## config.mk

```make
export PLATFORM = sky130hd
export DESIGN_NAME = serial_command_line_matcher
export DESIGN_NICKNAME = d
export VERILOG_FILES = /design/src/scl_pkg.sv /design/src/scl_match.sv /design/src/serial_command_line_matcher.sv
export SDC_FILE = /design/constraint.sdc
export NUM_CORES = 1
export LEC_CHECK = 0
export ABC_CLOCK_PERIOD_IN_PS = 3800
export BUFFER_PORTS_ARGS = -buffer_cell sky130_fd_sc_hd__buf_2
export CAP_MARGIN = 5
export CORE_MARGIN = 5
export CORE_UTILIZATION = 40
export DETAILED_ROUTE_END_ITERATION = 10
export SLEW_MARGIN = 20
export SYNTH_ARGS = -nofsm -noshare
export SYNTH_HDL_FRONTEND = slang
export SYNTH_SLANG_ARGS = --single-unit
```

## constraint.sdc

```tcl
create_clock -name clock -period 3.8 [get_ports clock]
set_input_delay 0.57 -clock clock [delete_from_list [all_inputs] [get_ports clock]]
set_output_delay 0.57 -clock clock [all_outputs]
set_load 0.05 [all_outputs]
```

## src/scl_pkg.sv

```systemverilog
// Shared types and constants for the serial command line matcher.
// No dependencies; used by scl_match, serial_command_line_matcher and scl_checker.
package scl_pkg;

   localparam int LINE_BYTES = 32;
   localparam int LEN_W      = $clog2(LINE_BYTES);

   localparam logic [7:0] CHAR_START = 8'h7E;
   localparam logic [7:0] CHAR_CR    = 8'h0D;
   localparam logic [7:0] CHAR_LF    = 8'h0A;
   localparam logic [7:0] CHAR_NUL   = 8'h00;

   localparam int PREFIX_LEN   = 5;
   localparam int TOGGLE_LEN   = 6;
   localparam int CANCEL_LEN   = 6;
   localparam int RECOVERY_LEN = 8;
   localparam int RESET_LEN    = 5;
   localparam int FORGET_LEN   = 6;

   typedef enum logic [2:0] {
      CMD_NONE       = 3'd0,
      CMD_TOGGLE     = 3'd1,
      CMD_CANCEL     = 3'd2,
      CMD_RECOVERY   = 3'd3,
      CMD_BAD_ACTION = 3'd4,
      CMD_BAD_PREFIX = 3'd5,
      CMD_TOO_LONG   = 3'd6
   } cmd_type;

   typedef struct packed {
      logic    consumed;
      cmd_type command;
   } result_type;

   typedef enum logic [2:0] {
      WORD_TOGGLE   = 3'd0,
      WORD_CANCEL   = 3'd1,
      WORD_RECOVERY = 3'd2,
      WORD_RESET    = 3'd3,
      WORD_FORGET   = 3'd4,
      WORD_PREFIX   = 3'd5
   } word_type;

   // Character at position idx of a keyword; past the end gives zero.
   function automatic logic [7:0] word_char(word_type w, logic [2:0] idx);
      logic [63:0] s;
      begin
         case (w)
            WORD_TOGGLE:   s = {"TOGGLE", 16'h0};
            WORD_CANCEL:   s = {"CANCEL", 16'h0};
            WORD_RECOVERY: s = "RECOVERY";
            WORD_RESET:    s = {"RESET", 24'h0};
            WORD_FORGET:   s = {"FORGET", 16'h0};
            WORD_PREFIX:   s = {"VREC:", 24'h0};
            default:       s = 64'h0;
         endcase
         word_char = s[63 - 8 * idx -: 8];
      end
   endfunction

endpackage

```

## src/scl_match.sv

```systemverilog
// Per-byte command parser with incremental keyword matching.
// Depends on scl_pkg.
module scl_match (
   input  logic                  clock,
   input  logic                  reset,
   input  logic                  step,
   input  logic [7:0]            byte_in,
   output scl_pkg::result_type   result
);

   logic                     in_cmd_ff,  in_cmd_in;
   logic [scl_pkg::LEN_W-1:0] len_ff,    len_in;
   logic [scl_pkg::LEN_W-1:0] eff_ff,    eff_in;
   logic                     zero_ff,    zero_in;
   logic                     pfx_ff,     pfx_in;
   logic [4:0]               act_ff,     act_in;

   localparam logic [scl_pkg::LEN_W-1:0] LAST_LEN = scl_pkg::LEN_W'(scl_pkg::LINE_BYTES - 1);
   localparam logic [scl_pkg::LEN_W-1:0] PLEN     = scl_pkg::LEN_W'(scl_pkg::PREFIX_LEN);

   logic [scl_pkg::LEN_W-1:0] aidx;
   logic [4:0]                act_hit;

   always_comb begin
      aidx = eff_ff - PLEN;
      act_hit[0] = (aidx < scl_pkg::LEN_W'(scl_pkg::TOGGLE_LEN)) &&
                   (byte_in == scl_pkg::word_char(scl_pkg::WORD_TOGGLE, aidx[2:0]));
      act_hit[1] = (aidx < scl_pkg::LEN_W'(scl_pkg::CANCEL_LEN)) &&
                   (byte_in == scl_pkg::word_char(scl_pkg::WORD_CANCEL, aidx[2:0]));
      act_hit[2] = (aidx < scl_pkg::LEN_W'(scl_pkg::RECOVERY_LEN)) &&
                   (byte_in == scl_pkg::word_char(scl_pkg::WORD_RECOVERY, aidx[2:0]));
      act_hit[3] = (aidx < scl_pkg::LEN_W'(scl_pkg::RESET_LEN)) &&
                   (byte_in == scl_pkg::word_char(scl_pkg::WORD_RESET, aidx[2:0]));
      act_hit[4] = (aidx < scl_pkg::LEN_W'(scl_pkg::FORGET_LEN)) &&
                   (byte_in == scl_pkg::word_char(scl_pkg::WORD_FORGET, aidx[2:0]));
   end

   always_comb begin
      in_cmd_in = in_cmd_ff;
      len_in    = len_ff;
      eff_in    = eff_ff;
      zero_in   = zero_ff;
      pfx_in    = pfx_ff;
      act_in    = act_ff;
      result.consumed = 1'b1;
      result.command  = scl_pkg::CMD_NONE;

      if (!in_cmd_ff) begin
         if (byte_in == scl_pkg::CHAR_START) begin
            in_cmd_in = 1'b1;
            len_in    = '0;
            eff_in    = '0;
            zero_in   = 1'b0;
            pfx_in    = 1'b1;
            act_in    = '1;
         end else begin
            result.consumed = 1'b0;
         end
      end else if (byte_in == scl_pkg::CHAR_CR) begin
         in_cmd_in = 1'b1;
      end else if (byte_in == scl_pkg::CHAR_LF) begin
         in_cmd_in = 1'b0;
         if (eff_ff < PLEN || !pfx_ff)
            result.command = scl_pkg::CMD_BAD_PREFIX;
         else if (act_ff[0] && eff_ff == scl_pkg::LEN_W'(scl_pkg::PREFIX_LEN + scl_pkg::TOGGLE_LEN))
            result.command = scl_pkg::CMD_TOGGLE;
         else if (act_ff[1] && eff_ff == scl_pkg::LEN_W'(scl_pkg::PREFIX_LEN + scl_pkg::CANCEL_LEN))
            result.command = scl_pkg::CMD_CANCEL;
         else if ((act_ff[2] &&
                   eff_ff == scl_pkg::LEN_W'(scl_pkg::PREFIX_LEN + scl_pkg::RECOVERY_LEN)) ||
                  (act_ff[3] &&
                   eff_ff == scl_pkg::LEN_W'(scl_pkg::PREFIX_LEN + scl_pkg::RESET_LEN)) ||
                  (act_ff[4] &&
                   eff_ff == scl_pkg::LEN_W'(scl_pkg::PREFIX_LEN + scl_pkg::FORGET_LEN)))
            result.command = scl_pkg::CMD_RECOVERY;
         else
            result.command = scl_pkg::CMD_BAD_ACTION;
      end else if (len_ff == LAST_LEN) begin
         in_cmd_in = 1'b0;
         len_in    = '0;
         result.command = scl_pkg::CMD_TOO_LONG;
      end else begin
         len_in = len_ff + 1'b1;
         if (!zero_ff) begin
            if (byte_in == scl_pkg::CHAR_NUL) begin
               zero_in = 1'b1;
            end else begin
               eff_in = eff_ff + 1'b1;
               if (eff_ff < PLEN)
                  pfx_in = pfx_ff &&
                           (byte_in == scl_pkg::word_char(scl_pkg::WORD_PREFIX, eff_ff[2:0]));
               else
                  act_in = act_ff & act_hit;
            end
         end
      end
   end

   always_ff @(posedge clock) begin
      if (reset) begin
         in_cmd_ff <= 1'b0;
         len_ff    <= '0;
         eff_ff    <= '0;
         zero_ff   <= 1'b0;
         pfx_ff    <= 1'b1;
         act_ff    <= '1;
      end else if (step) begin
         in_cmd_ff <= in_cmd_in;
         len_ff    <= len_in;
         eff_ff    <= eff_in;
         zero_ff   <= zero_in;
         pfx_ff    <= pfx_in;
         act_ff    <= act_in;
      end
   end

endmodule

```

## src/serial_command_line_matcher.sv

```systemverilog
// Top level of the serial command line matcher: input register, parser, result register.
// Depends on scl_pkg and scl_match.
//
// One byte per transaction, one result per byte. An accepted byte sits in the
// input register; its result is then registered in the result register and
// presented from there. A new byte is accepted every cycle while results are
// taken. A stalled result holds the byte behind it, and the input stalls once
// both registers are full. Keyword matching is updated per byte, so the close
// on line feed needs only flag and length compares.
module serial_command_line_matcher (
   input  logic       clock,
   input  logic       reset,
   input  logic       req_valid,
   output logic       req_ready,
   input  logic [7:0] req_byte_in,
   output logic       rsp_valid,
   input  logic       rsp_ready,
   output logic       rsp_consumed,
   output logic [2:0] rsp_command
);

   logic                 in_vld_ff,  in_vld_in;
   logic [7:0]           in_byte_ff;
   logic                 out_vld_ff, out_vld_in;
   scl_pkg::result_type  out_res_ff;
   scl_pkg::result_type  match_res;
   logic                 out_adv;

   assign out_adv    = !out_vld_ff || rsp_ready;
   assign req_ready  = !in_vld_ff || out_adv;
   assign in_vld_in  = req_ready ? req_valid : in_vld_ff;
   assign out_vld_in = out_adv ? in_vld_ff : out_vld_ff;

   scl_match u_match (
      .clock   (clock),
      .reset   (reset),
      .step    (in_vld_ff && out_adv),
      .byte_in (in_byte_ff),
      .result  (match_res)
   );

   always_ff @(posedge clock) begin
      if (reset) begin
         in_vld_ff  <= 1'b0;
         out_vld_ff <= 1'b0;
      end else begin
         in_vld_ff  <= in_vld_in;
         out_vld_ff <= out_vld_in;
      end
   end

   always_ff @(posedge clock) begin
      if (req_valid && req_ready)
         in_byte_ff <= req_byte_in;
      if (in_vld_ff && out_adv)
         out_res_ff <= match_res;
   end

   assign rsp_valid    = out_vld_ff;
   assign rsp_consumed = out_res_ff.consumed;
   assign rsp_command  = out_res_ff.command;

endmodule

```

* After elaboration in Yosys (flattened, before gate mapping)
Cells that the tools add are included.
** Word-level totals
- Input port bits :: 12
- Flip-flop bits (word level) :: 32
- Output and inout port bits :: 6
- Logic and storage cells :: 129
** Cells by class
- Order comparisons :: 4
- Reduce and logical (&&, ||, !) cells :: 29
- Multiplexer cells :: 52
- $add $sub $neg :: 5
- Eq/ne operators :: 20
- Bitwise gates (word level) :: 2
- Shifts and indexed selects :: 6
** Operators by type and width (number)
- two-way mux 64 bit :: 7
- indexed part select 71 x 33 -> 8 bit, first input constant :: 5
- two-way mux 5 bit :: 19
- indexed part select 71 x 33 -> 8 bit :: 1
- == test 8 bit :: 6
- two-way mux 1 bit :: 20
- two-way mux 3 bit :: 6
- == test 8 x 4 -> 1 bit, second input constant :: 2
- AND reduction 8 bit :: 2
- == test 5 x 4 -> 1 bit, second input constant :: 3
- < comparator 5 x 3 -> 1 bit, second input constant :: 3
- != test 2 bit, second input constant :: 7
- subtractor 6 x 6 -> 7 bit, first input constant :: 2
- logical AND 1 bit :: 13
- adder 5 x 1 -> 5 bit, second input constant :: 2
- == test 8 x 7 -> 1 bit, second input constant :: 1
- logical NOT 8 bit :: 1
- AND reduction 7 bit :: 1
- AND 5 bit :: 1
- == test 5 bit, second input constant :: 1
- logical OR 1 bit :: 5
- < comparator 5 x 4 -> 1 bit, second input constant :: 1
- AND reduction 5 bit :: 1
- subtractor 5 x 3 -> 5 bit, second input constant :: 1
- 5 further kinds :: 7

* Depth between registers and ports, before layout
Gate-level depths: netlist (run 1).
- Depth in word-level cells :: 18
- Mapped depth :: 10
- Gate-level depth less buffers :: 8

* Modules after synthesis
A second synthesis (run 1) with hierarchy kept.
** Unflattened totals
- Cell total of the unflattened synthesis :: 283
- Area, all modules :: 2487.4 um2
** Modules (own cells, without submodules)
- scl_match :: area an instance 2023.2 um2, times used 1, sequential area each 360.3 um2, cells each 261
- serial_command_line_matcher :: area an instance 464.2 um2, times used 1, sequential area each 400.4 um2, cells each 22

* Worst setup path before layout (run 1)
OpenSTA, ideal clock, no wires.
- Kind :: register to register
- Start point :: reg u_match.eff_ff[1] (netlist bit)
- End point :: reg u_match.act_ff[0]
- Buffers on the path :: 2
- Path slack :: 1.476 ns
- Required time :: 3.680 ns
- Cell stages (with the launch flop) :: 10
- Data arrival time :: 2.205 ns
- Period minus slack after synthesis :: 2.324 ns
- Library setup time :: 0.120 ns
- Path through :: dfxtp_1 > clkbuf_1 > inv_1 > ha_1 > buf_2 > xnor2_1 > nor2_1 > o31ai_1 > nor4_1 > a211o_1
** On the way
- Word-level cells in the longest chain between the ends :: 13
- Elaborated cells on any way between the ends :: 17
- Classes of those cells :: add/sub (2); order compare (2); eq/ne (2); shift (1); mux (7); bitwise (1); reduce/logical (2)
** Ends and longest elaborated chain
- start, declared :: line scl_match.sv:13 : logic [scl_pkg::LEN_W-1:0] eff_ff, eff_in;
- start signal, assigned :: line scl_match.sv:110 : eff_ff <= eff_in;
- subtractor 5 x 3 -> 5 bit :: line scl_match.sv:25 : aidx = eff_ff - PLEN;
- subtractor 6 x 6 -> 7 bit :: line scl_pkg.sv:57 : word_char = s[63 - 8 * idx -: 8];
- indexed part select 71 x 33 -> 8 bit :: line scl_pkg.sv:57
- == test 8 bit :: line scl_match.sv:27 : (byte_in == scl_pkg::word_char(scl_pkg::WORD_TOGGLE, aidx[2:0]));
- logical AND 1 bit :: line scl_match.sv:26 : act_hit[0] = (aidx < scl_pkg::LEN_W'(scl_pkg::TOGGLE_LEN)) &&
- AND 5 bit :: line scl_match.sv:93 : act_in = act_ff & act_hit;
- two-way mux 5 bit :: line scl_match.sv:89 : if (eff_ff < PLEN)
- two-way mux 5 bit :: line scl_match.sv:85 : if (byte_in == scl_pkg::CHAR_NUL) begin
- two-way mux 5 bit :: line scl_match.sv:84 : if (!zero_ff) begin
- two-way mux 5 bit :: line scl_match.sv:78 : end else if (len_ff == LAST_LEN) begin
- two-way mux 5 bit :: line scl_match.sv:61 : end else if (byte_in == scl_pkg::CHAR_LF) begin
- two-way mux 5 bit :: line scl_match.sv:59 : end else if (byte_in == scl_pkg::CHAR_CR) begin
- two-way mux 5 bit :: line scl_match.sv:48 : if (!in_cmd_ff) begin
- end signal, assigned :: line scl_match.sv:113 : act_ff <= act_in;
- end, declared :: line scl_match.sv:16 : logic [4:0] act_ff, act_in;
Several ways; a longest one is shown, not always the timed one. The select of a mux whose other input is x is not followed.
A chain may end at the register's enable or synchronous reset.

* Final worst setup path (run 1)
- Start point :: reg u_match.eff_ff[0] (netlist bit)
- End point :: reg u_match.act_ff[3]
** On the way
- Word-level cells in the longest chain between the ends :: 13
- Elaborated cells on any way between the ends :: 17
- Classes of those cells :: add/sub (2); order compare (2); eq/ne (2); shift (1); mux (7); bitwise (1); reduce/logical (2)
** Ends and longest elaborated chain
- subtractor 5 x 3 -> 5 bit :: line scl_match.sv:25
- subtractor 6 x 6 -> 7 bit :: line scl_pkg.sv:57
- indexed part select 71 x 33 -> 8 bit :: line scl_pkg.sv:57
- == test 8 bit :: line scl_match.sv:33 : (byte_in == scl_pkg::word_char(scl_pkg::WORD_RESET, aidx[2:0]));
- logical AND 1 bit :: line scl_match.sv:32 : act_hit[3] = (aidx < scl_pkg::LEN_W'(scl_pkg::RESET_LEN)) &&
- AND 5 bit :: line scl_match.sv:93
- two-way mux 5 bit :: line scl_match.sv:89
- two-way mux 5 bit :: line scl_match.sv:85
- two-way mux 5 bit :: line scl_match.sv:84
- two-way mux 5 bit :: line scl_match.sv:78
- two-way mux 5 bit :: line scl_match.sv:61
- two-way mux 5 bit :: line scl_match.sv:59
- two-way mux 5 bit :: line scl_match.sv:48
Several ways; a longest one is shown, not always the timed one. The select of a mux whose other input is x is not followed.

==> metrics.md, run 1 <==
| Metric | Value |
|---|---|
| Status | `finished clean` |
| Net Sw Power | `0.181 mW` |
| I/O Buffers | `17` |
| Pin count of the biggest net entering global routing | `25` |
| Via Count | `2030` |
| Clk buf depth | `2` |
| Fraction of registers with async set/reset | `0%` |
| Fin nets | `304` |
| Yosys warns | `0` |
| Worst-path fanout max | `14` |
| Most frequent cells in the layout | `o21ai_0, nand2_1, dfxtp_1` |
| Peak supply drop | `0.000235 V` |
| Multiplexer share of the synthesized area | `2.99%` |
| Fill cell count | `582` |
| Number of antenna-violating nets in the routed design | `0` |
| Worst path bufs/invs | `1` |
| Skew-Pair Late Insertion Delay | `280 ps` |
| Max Cap Viol | `0` |
| Slew headroom | `35.6%` |
| CP cell instances | `inv_1 -> ha_1 -> xor2_1 -> mux2i_1 -> o21ai_0 -> a22oi_1 -> o221ai_1` |
| Via-to-Cell Ratio | `5.72` |
| Final wirelength | `5640 um` |
| Router iterations before antenna repair | `4` |
| HPWL Detailed | `4180 um` |
| Xor/xnor share of the synthesized area | `7.84%` |
| Setup TNS | `0 ps` |
| Final std cells w/o fill | `355` |
| Initial Util | `41.8%` |
| CP startpoint kind | `register` |
| Worst Path Required | `3940 ps` |
| Vias in the first global route | `1876` |
| Final Max Slew Viols | `0` |
| Cells after synthesis | `275` |
| Most common cell after layout, fill and taps aside | `o21ai_0` |
| CTS Buf Count | `5` |
| Adder-cell share of the synthesized area | `5.33%` |
| Residual overflow from global routing | `0` |
| RePlAce Congestion | `0.894` |
| Root Buffer | `clkbuf_8` |
| Synthesized area | `0.00235 sq mm` |
| I/O pin count | `18` |
| Post-synth net total | `297` |
| Ys flop type | `dfxtp_1` |
| Hold Path Class | `input port to register` |
| Simple-gate area share of the yosys netlist | `26.5%` |
| Largest area contributor in the netlist | `dfxtp_1` |
| Die W | `86.6 um` |
| TritonCTS clock tree | `built` |
| Setup Viol. Count Final | `0` |
| Final worst path period share | `76.6%` |
| RSZ-0062 raised after global routing | `false` |
| Critical path class | `register to register` |
| Chip height | `86.6 um` |
| Number of enable flip-flop cells after synthesis | `12` |
| Inst Count DP | `347` |
| Pwr/cell area | `289 mW/mm^2` |
| Number of antenna violations at the first check in global routing | `0` |
| Ranking of synthesized cells by area | `dfxtp_1, edfxtp_1, xnor2_1, ha_1, o21ai_0` |
| Worst-margin pin slew | `963 ps` |
| Internal | `0.554 mW` |
| Post-synthesis compound-gate area fraction | `19.6%` |
| Post-CTS Setup Repair Bufs | `0` |
| Gr usage total | `15.5%` |
| CP Capture Type | `register` |
| Avg WL per Cell | `15.9 um` |
| Critical path's top delay family | `XOR/XNOR gates` |
| Period minus WS final | `2910 ps` |
| Core Region | `0.00561 sq mm` |
| Seq cells post-synth | `32` |
| Sw Share | `24.6%` |
| Largest family of logic cells by synthesized area | `simple AND/OR/NAND/NOR gates` |
| # clock sinks | `32` |
| Slowest cell on the critical path | `xor2_1` |
| Initial DRC count | `183` |
| Sequential share of the synthesized area | `32.4%` |
| Ant. Diodes | `0` |
| Hold Violations, Final | `0` |
| Area grow syn2layout | `8.32%` |
| CTS clk-pin slew, worst paths | `80 ps` |
| Post-CTS Resized | `0` |
| Largest stage delay, worst path | `790 ps` |
| Top-area cell type share of the netlist area | `17.1%` |
| Lkg Pwr | `0.925 nW` |
| Placement Setup Slack | `954 ps` |
| DRC Markers | `0` |
| Final WS setup | `887 ps` |
| H-tree depth | `2` |
| Rows | `27` |
| Count of different cell masters after synthesis | `59` |
| Hold-fix buffers, CTS | `0` |
| WP data arrival | `3050 ps` |
| First-pass GRT wire length | `9310 um` |
| Clk pwr share | `39.8%` |
| Average size of a mapped cell | `8.53 sq um` |
| F_max | `0.343 GHz` |
| Comb power frac | `8.0%` |
| Skew final | `10.9 ps` |
| Ratio of cells with drive above 1 in the final layout | `12.0%` |
| DIE AREA | `0.00750 sq mm` |
| Flop pwr share | `52.2%` |
-- logic make-up after synthesis --
| group | after synthesis |
|---|---|
| AND/OR/NAND/NOR | 105 |
| AO/OA/AOI/OAI | 71 |
| flip-flops | 32 |
| buffers and inverters | 29 |
| XOR/XNOR | 21 |
| adder cells (fa/ha/maj) | 10 |
| multiplexers | 7 |
-- area by class of cell --
class / instances / area (sq um) / area share, %
multi-input cells: 214 / 1460 / 57.5
flip-flops and latches: 32 / 761 / 29.9
clock buffers: 8 / 100 / 3.94
well taps: 72 / 90.1 / 3.55
repair buffers: 17 / 85.1 / 3.35
inverters: 12 / 45.0 / 1.77
-- power groups by stage --
stage	Sequential (mW)	Combinational (mW)	Clock [mW]
5_1_grt	0.386	0.0642	0.319
6_report	0.384	0.0588	0.292
3_3_place_gp	0.391	0.0584	0
3_5_place_dp	0.392	0.0586	0
4_1_cts	0.384	0.0590	0.302
2_1_floorplan	0.384	0.0485	0
-- path summary, 6_finish.rpt --
path,startpoint,endpoint,slack (ps),cells after the start
max,u_match.eff_ff[0],u_match.act_ff[3],890,7
min,req_byte_in[6],in_byte_ff[6],460,1
max reg2reg,u_match.eff_ff[0],u_match.act_ff[3],890,7
min reg2reg,u_match.len_ff[4],u_match.len_ff[4],490,2
-- cells in the mapped netlist, drive strengths merged, types with 2 or more instances --
| master | n |
|---|---|
| o21ai | 23 |
| nand2 | 21 |
| dfxtp | 20 |
| a21oi | 17 |
| nor2 | 17 |
| xnor2 | 15 |
| nand3 | 13 |
| buf | 12 |
| edfxtp | 12 |
| inv | 11 |
| ha | 10 |
| nand4 | 8 |
| mux2i | 7 |
| and3 | 6 |
| nand2b | 6 |
| or3 | 6 |
| xor2 | 6 |
| clkbuf | 5 |
| nor2b | 5 |
| nor3 | 5 |
| nor4 | 4 |
| a31oi | 3 |
| nand4b | 3 |
| o211ai | 3 |
| o221ai | 3 |
| o22ai | 3 |
| a211o | 2 |
| a211oi | 2 |
| a21o | 2 |
| a22oi | 2 |
| and2 | 2 |
| nor4bb | 2 |
| o31ai | 2 |
| or4b | 2 |
-- state kept, by name, summed over array words and instances, names as in the netlist, 3 cells and up --
signal	cells
u_match.eff_ff	5
in_byte_ff	8
rsp_command	3
u_match.act_ff	5
u_match.len_ff	5
-- routing by layer --
metal  up-vias  global-route usage (%)  routed length [um]
li1       1024                       -                   -
met1       945                    21.6                2740
met2        51                    23.4                2530
met3        10                    3.52                 252
met4         0                    5.38                 114
met5         -                       0                   0
-- metrics by stage --
| step | utilization, % | instance area (sq um) | hold slack (ps) | total power, mW |
|---|---|---|---|---|
| floorplan | - | 2350 | 454 | 0.433 |
| CTS | 45.3 | 2540 | 452 | 0.745 |
| detailed placement | 43.5 | 2440 | 482 | 0.451 |
| global route | 45.3 | 2540 | 445 | 0.769 |
| global placement | 43.5 | 2440 | 472 | 0.450 |
| finish | 45.3 | 2540 | 458 | 0.735 |
No activity file was read; power rests on OpenSTA's default activity.
==> inputs of run 2 (changes only) <==
--- a/config.mk
+++ b/config.mk
@@ -5,7 +5,7 @@
 export SDC_FILE = /design/constraint.sdc
 export NUM_CORES = 1
 export LEC_CHECK = 0
-export ABC_CLOCK_PERIOD_IN_PS = 3800
+export ABC_CLOCK_PERIOD_IN_PS = 2900
 export BUFFER_PORTS_ARGS = -buffer_cell sky130_fd_sc_hd__buf_2
 export CAP_MARGIN = 5
 export CORE_MARGIN = 5
==> constraint.sdc (replaced) <==
create_clock -name clock -period 2.9 [get_ports clock]
set_input_delay 0.435 -clock clock [delete_from_list [all_inputs] [get_ports clock]]
set_output_delay 0.435 -clock clock [all_outputs]
set_load 0.05 [all_outputs]
==> run 2 against run 1 <==
  * Critical path depth rose by 1
  * Core utilization is 0.67 points higher
  * Wire length down 2.3%
  * Sequential cell count unchanged
  * Critical endpoint is now u_match.eff_ff[4]
==> metrics.md, run 2 (same netlist as run 1, synthesis figures left out) <==
| Metric | Value |
|---|---|
| Multi-input gate area | `0.00146 sq mm (unchanged)` |
| WP data arrival | `2500 ps (-550 ps)` |
| Core Region | `0.00561 sq mm (unchanged)` |
| Vias in the first global route | `1869 (-0.37%)` |
| CP startpoint kind | `register` |
| Lkg Pwr | `0.951 nW (+2.7%)` |
| Sw Share | `24.9% (+0.27 points)` |
| Clk pwr share | `40.1% (+0.3 points)` |
| # clock sinks | `32 (unchanged)` |
| Flop pwr share | `51.7% (-0.5 points)` |
| Inst Count DP | `352 (+1.4%)` |
| Final std cells w/o fill | `360 (+1.4%)` |
| Residual overflow from global routing | `0 (unchanged)` |
| F_max | `0.437 GHz (+27%)` |
| Number of flip-flops in the largest register | `8 (unchanged)` |
| DIE AREA | `0.00750 sq mm (unchanged)` |
| RePlAce Congestion | `0.863 (-3.5%)` |
| First-pass GRT wire length | `9300 um (about the same)` |
| Router iterations before antenna repair | `4 (unchanged)` |
| Chip height | `86.6 um (unchanged)` |
| Peak supply drop | `0.000300 V (+28%)` |
| CTS clk-pin slew, worst paths | `70 ps (about the same)` |
| Rows | `27 (unchanged)` |
| Net Sw Power | `0.241 mW (+33%)` |
| Initial Util | `41.8% (unchanged)` |
| HPWL Detailed | `4090 um (-2.1%)` |
| Final worst path period share | `79.0% (+2.3 points)` |
| Comb power frac | `8.2% (+0.2 points)` |
| Die W | `86.6 um (unchanged)` |
| Skew final | `7.08 ps (-3.77 ps)` |
| H-tree depth | `2 (unchanged)` |
| Via-to-Cell Ratio | `5.59 (-2.3%)` |
| Final Max Slew Viols | `0 (unchanged)` |
| Pin count of the biggest net entering global routing | `19 (-24%)` |
| Number of antenna violations at the first check in global routing | `0 (unchanged)` |
| Status | `finished clean` |
| Skew-Pair Late Insertion Delay | `290 ps (about the same)` |
| Final instance area | `0.00258 sq mm (+1.5%)` |
| Ant. Diodes | `0 (unchanged)` |
| Critical path class | `register to register` |
| Hold Violations, Final | `0 (unchanged)` |
| Gr usage total | `15.4% (-0.049 points)` |
| Fin nets | `309 (+1.6%)` |
| Initial DRC count | `160 (-13%)` |
| Placed Area | `0.00248 sq mm (+1.5%)` |
| Reg with most FFs | `in_byte_ff` |
| Ratio of cells with drive above 1 in the final layout | `13.5% (+1.5 points)` |
| Most frequent cells in the layout | `o21ai_0, nand2_1, dfxtp_1` |
| Final wirelength | `5510 um (-2.3%)` |
| Post-CTS Setup Repair Bufs | `0 (unchanged)` |
| Root Buffer | `clkbuf_8` |
| Slew headroom | `58.1% (+23 points)` |
| Via Count | `2012 (-0.89%)` |
| Hold Path Class | `input port to register` |
| Fill cell count | `596 (+2.4%)` |
| CTS Buf Count | `5 (unchanged)` |
| Avg WL per Cell | `15.3 um (-3.6%)` |
| DRC Markers | `0 (unchanged)` |
| Pwr/cell area | `375 mW/mm^2 (+30%)` |
| RSZ-0062 raised after global routing | `false` |
| Post-CTS Resized | `0 (unchanged)` |
| Register area | `761 sq um (unchanged)` |
| Worst-path fanout max | `9 (-5)` |
| I/O pin count | `18 (unchanged)` |
| Area grow syn2layout | `9.92%` |
| TritonCTS clock tree | `built` |
| Setup TNS | `0 ps (unchanged)` |
| CP Capture Type | `register` |
| Period minus WS final | `2290 ps (-622 ps)` |
| Worst-margin pin slew | `629 ps (-334 ps)` |
| Most common cell after layout, fill and taps aside | `o21ai_0` |
| Clk buf depth | `2 (unchanged)` |
| Hold-fix buffers, CTS | `0 (unchanged)` |
| I/O Buffers | `17 (unchanged)` |
| Number of antenna-violating nets in the routed design | `0 (unchanged)` |
| Max Cap Viol | `0 (unchanged)` |
| Setup Viol. Count Final | `0 (unchanged)` |
| Worst Path Required | `3110 ps (-830 ps)` |
| Internal | `0.727 mW (+31%)` |
-- run 2: cell count changes in the layout (fill, tap and decap cells not counted) --
cell | before | now
buf_4 | 0 | 5
-- run 2: power by group through the flow --
stage,Clock (mW),Combinational (mW),Sequential (mW)
final,0.388,0.0795,0.500
after global routing,0.412,0.0885,0.503
after CTS,0.394,0.0799,0.501
after detailed placement,0,0.0797,0.511
after global placement,0,0.0794,0.510
after floorplan,0,0.0635,0.503
-- run 2: critical path, cell delays in order (launching register included) --
cell	delay, ps
dfxtp_1	330
ha_1	220
and3_1	190
ha_1	200
nand2b_1	190
a211oi_2	370
o211ai_4	180
or3_1	370
a21oi_1	150
-- run 2: routing by layer --
metal	vias to the layer above	GRT usage (%)	wire length [um]
met4	0	3.82	55
met2	46	22.7	2420
li1	1034	-	-
met5	-	0	0
met1	926	22.9	2720
met3	6	3.33	308
-- run 2: metrics by stage --
step	utilization [%]	setup slack (ps)	hold WS (ps)	power, mW
CTS	46.0	623	314	0.975
floorplan	-	576	454	0.567
global route	46.0	381	310	1.00
detailed placement	44.2	652	479	0.591
global placement	44.2	664	473	0.590
finish	46.0	610	320	0.968
-- run 2: path summary, 6_finish.rpt --
check               startpoint                 to  slack [ps]  depth (start not counted)
min reg2reg  u_match.len_ff[4]  u_match.len_ff[4]         490                          2
min             req_byte_in[4]      in_byte_ff[4]         320                          1
max reg2reg  u_match.len_ff[0]  u_match.eff_ff[4]         610                          8
max          u_match.len_ff[0]  u_match.eff_ff[4]         610                          8
-- run 2: cell type report --
class | instances | share of cell area [%]
multi-input combinational | 214 | 56.6
sequential | 32 | 29.5
timing repair buffer | 22 | 4.75
clock buffer | 8 | 3.88
tap | 72 | 3.49
inverter | 12 | 1.75
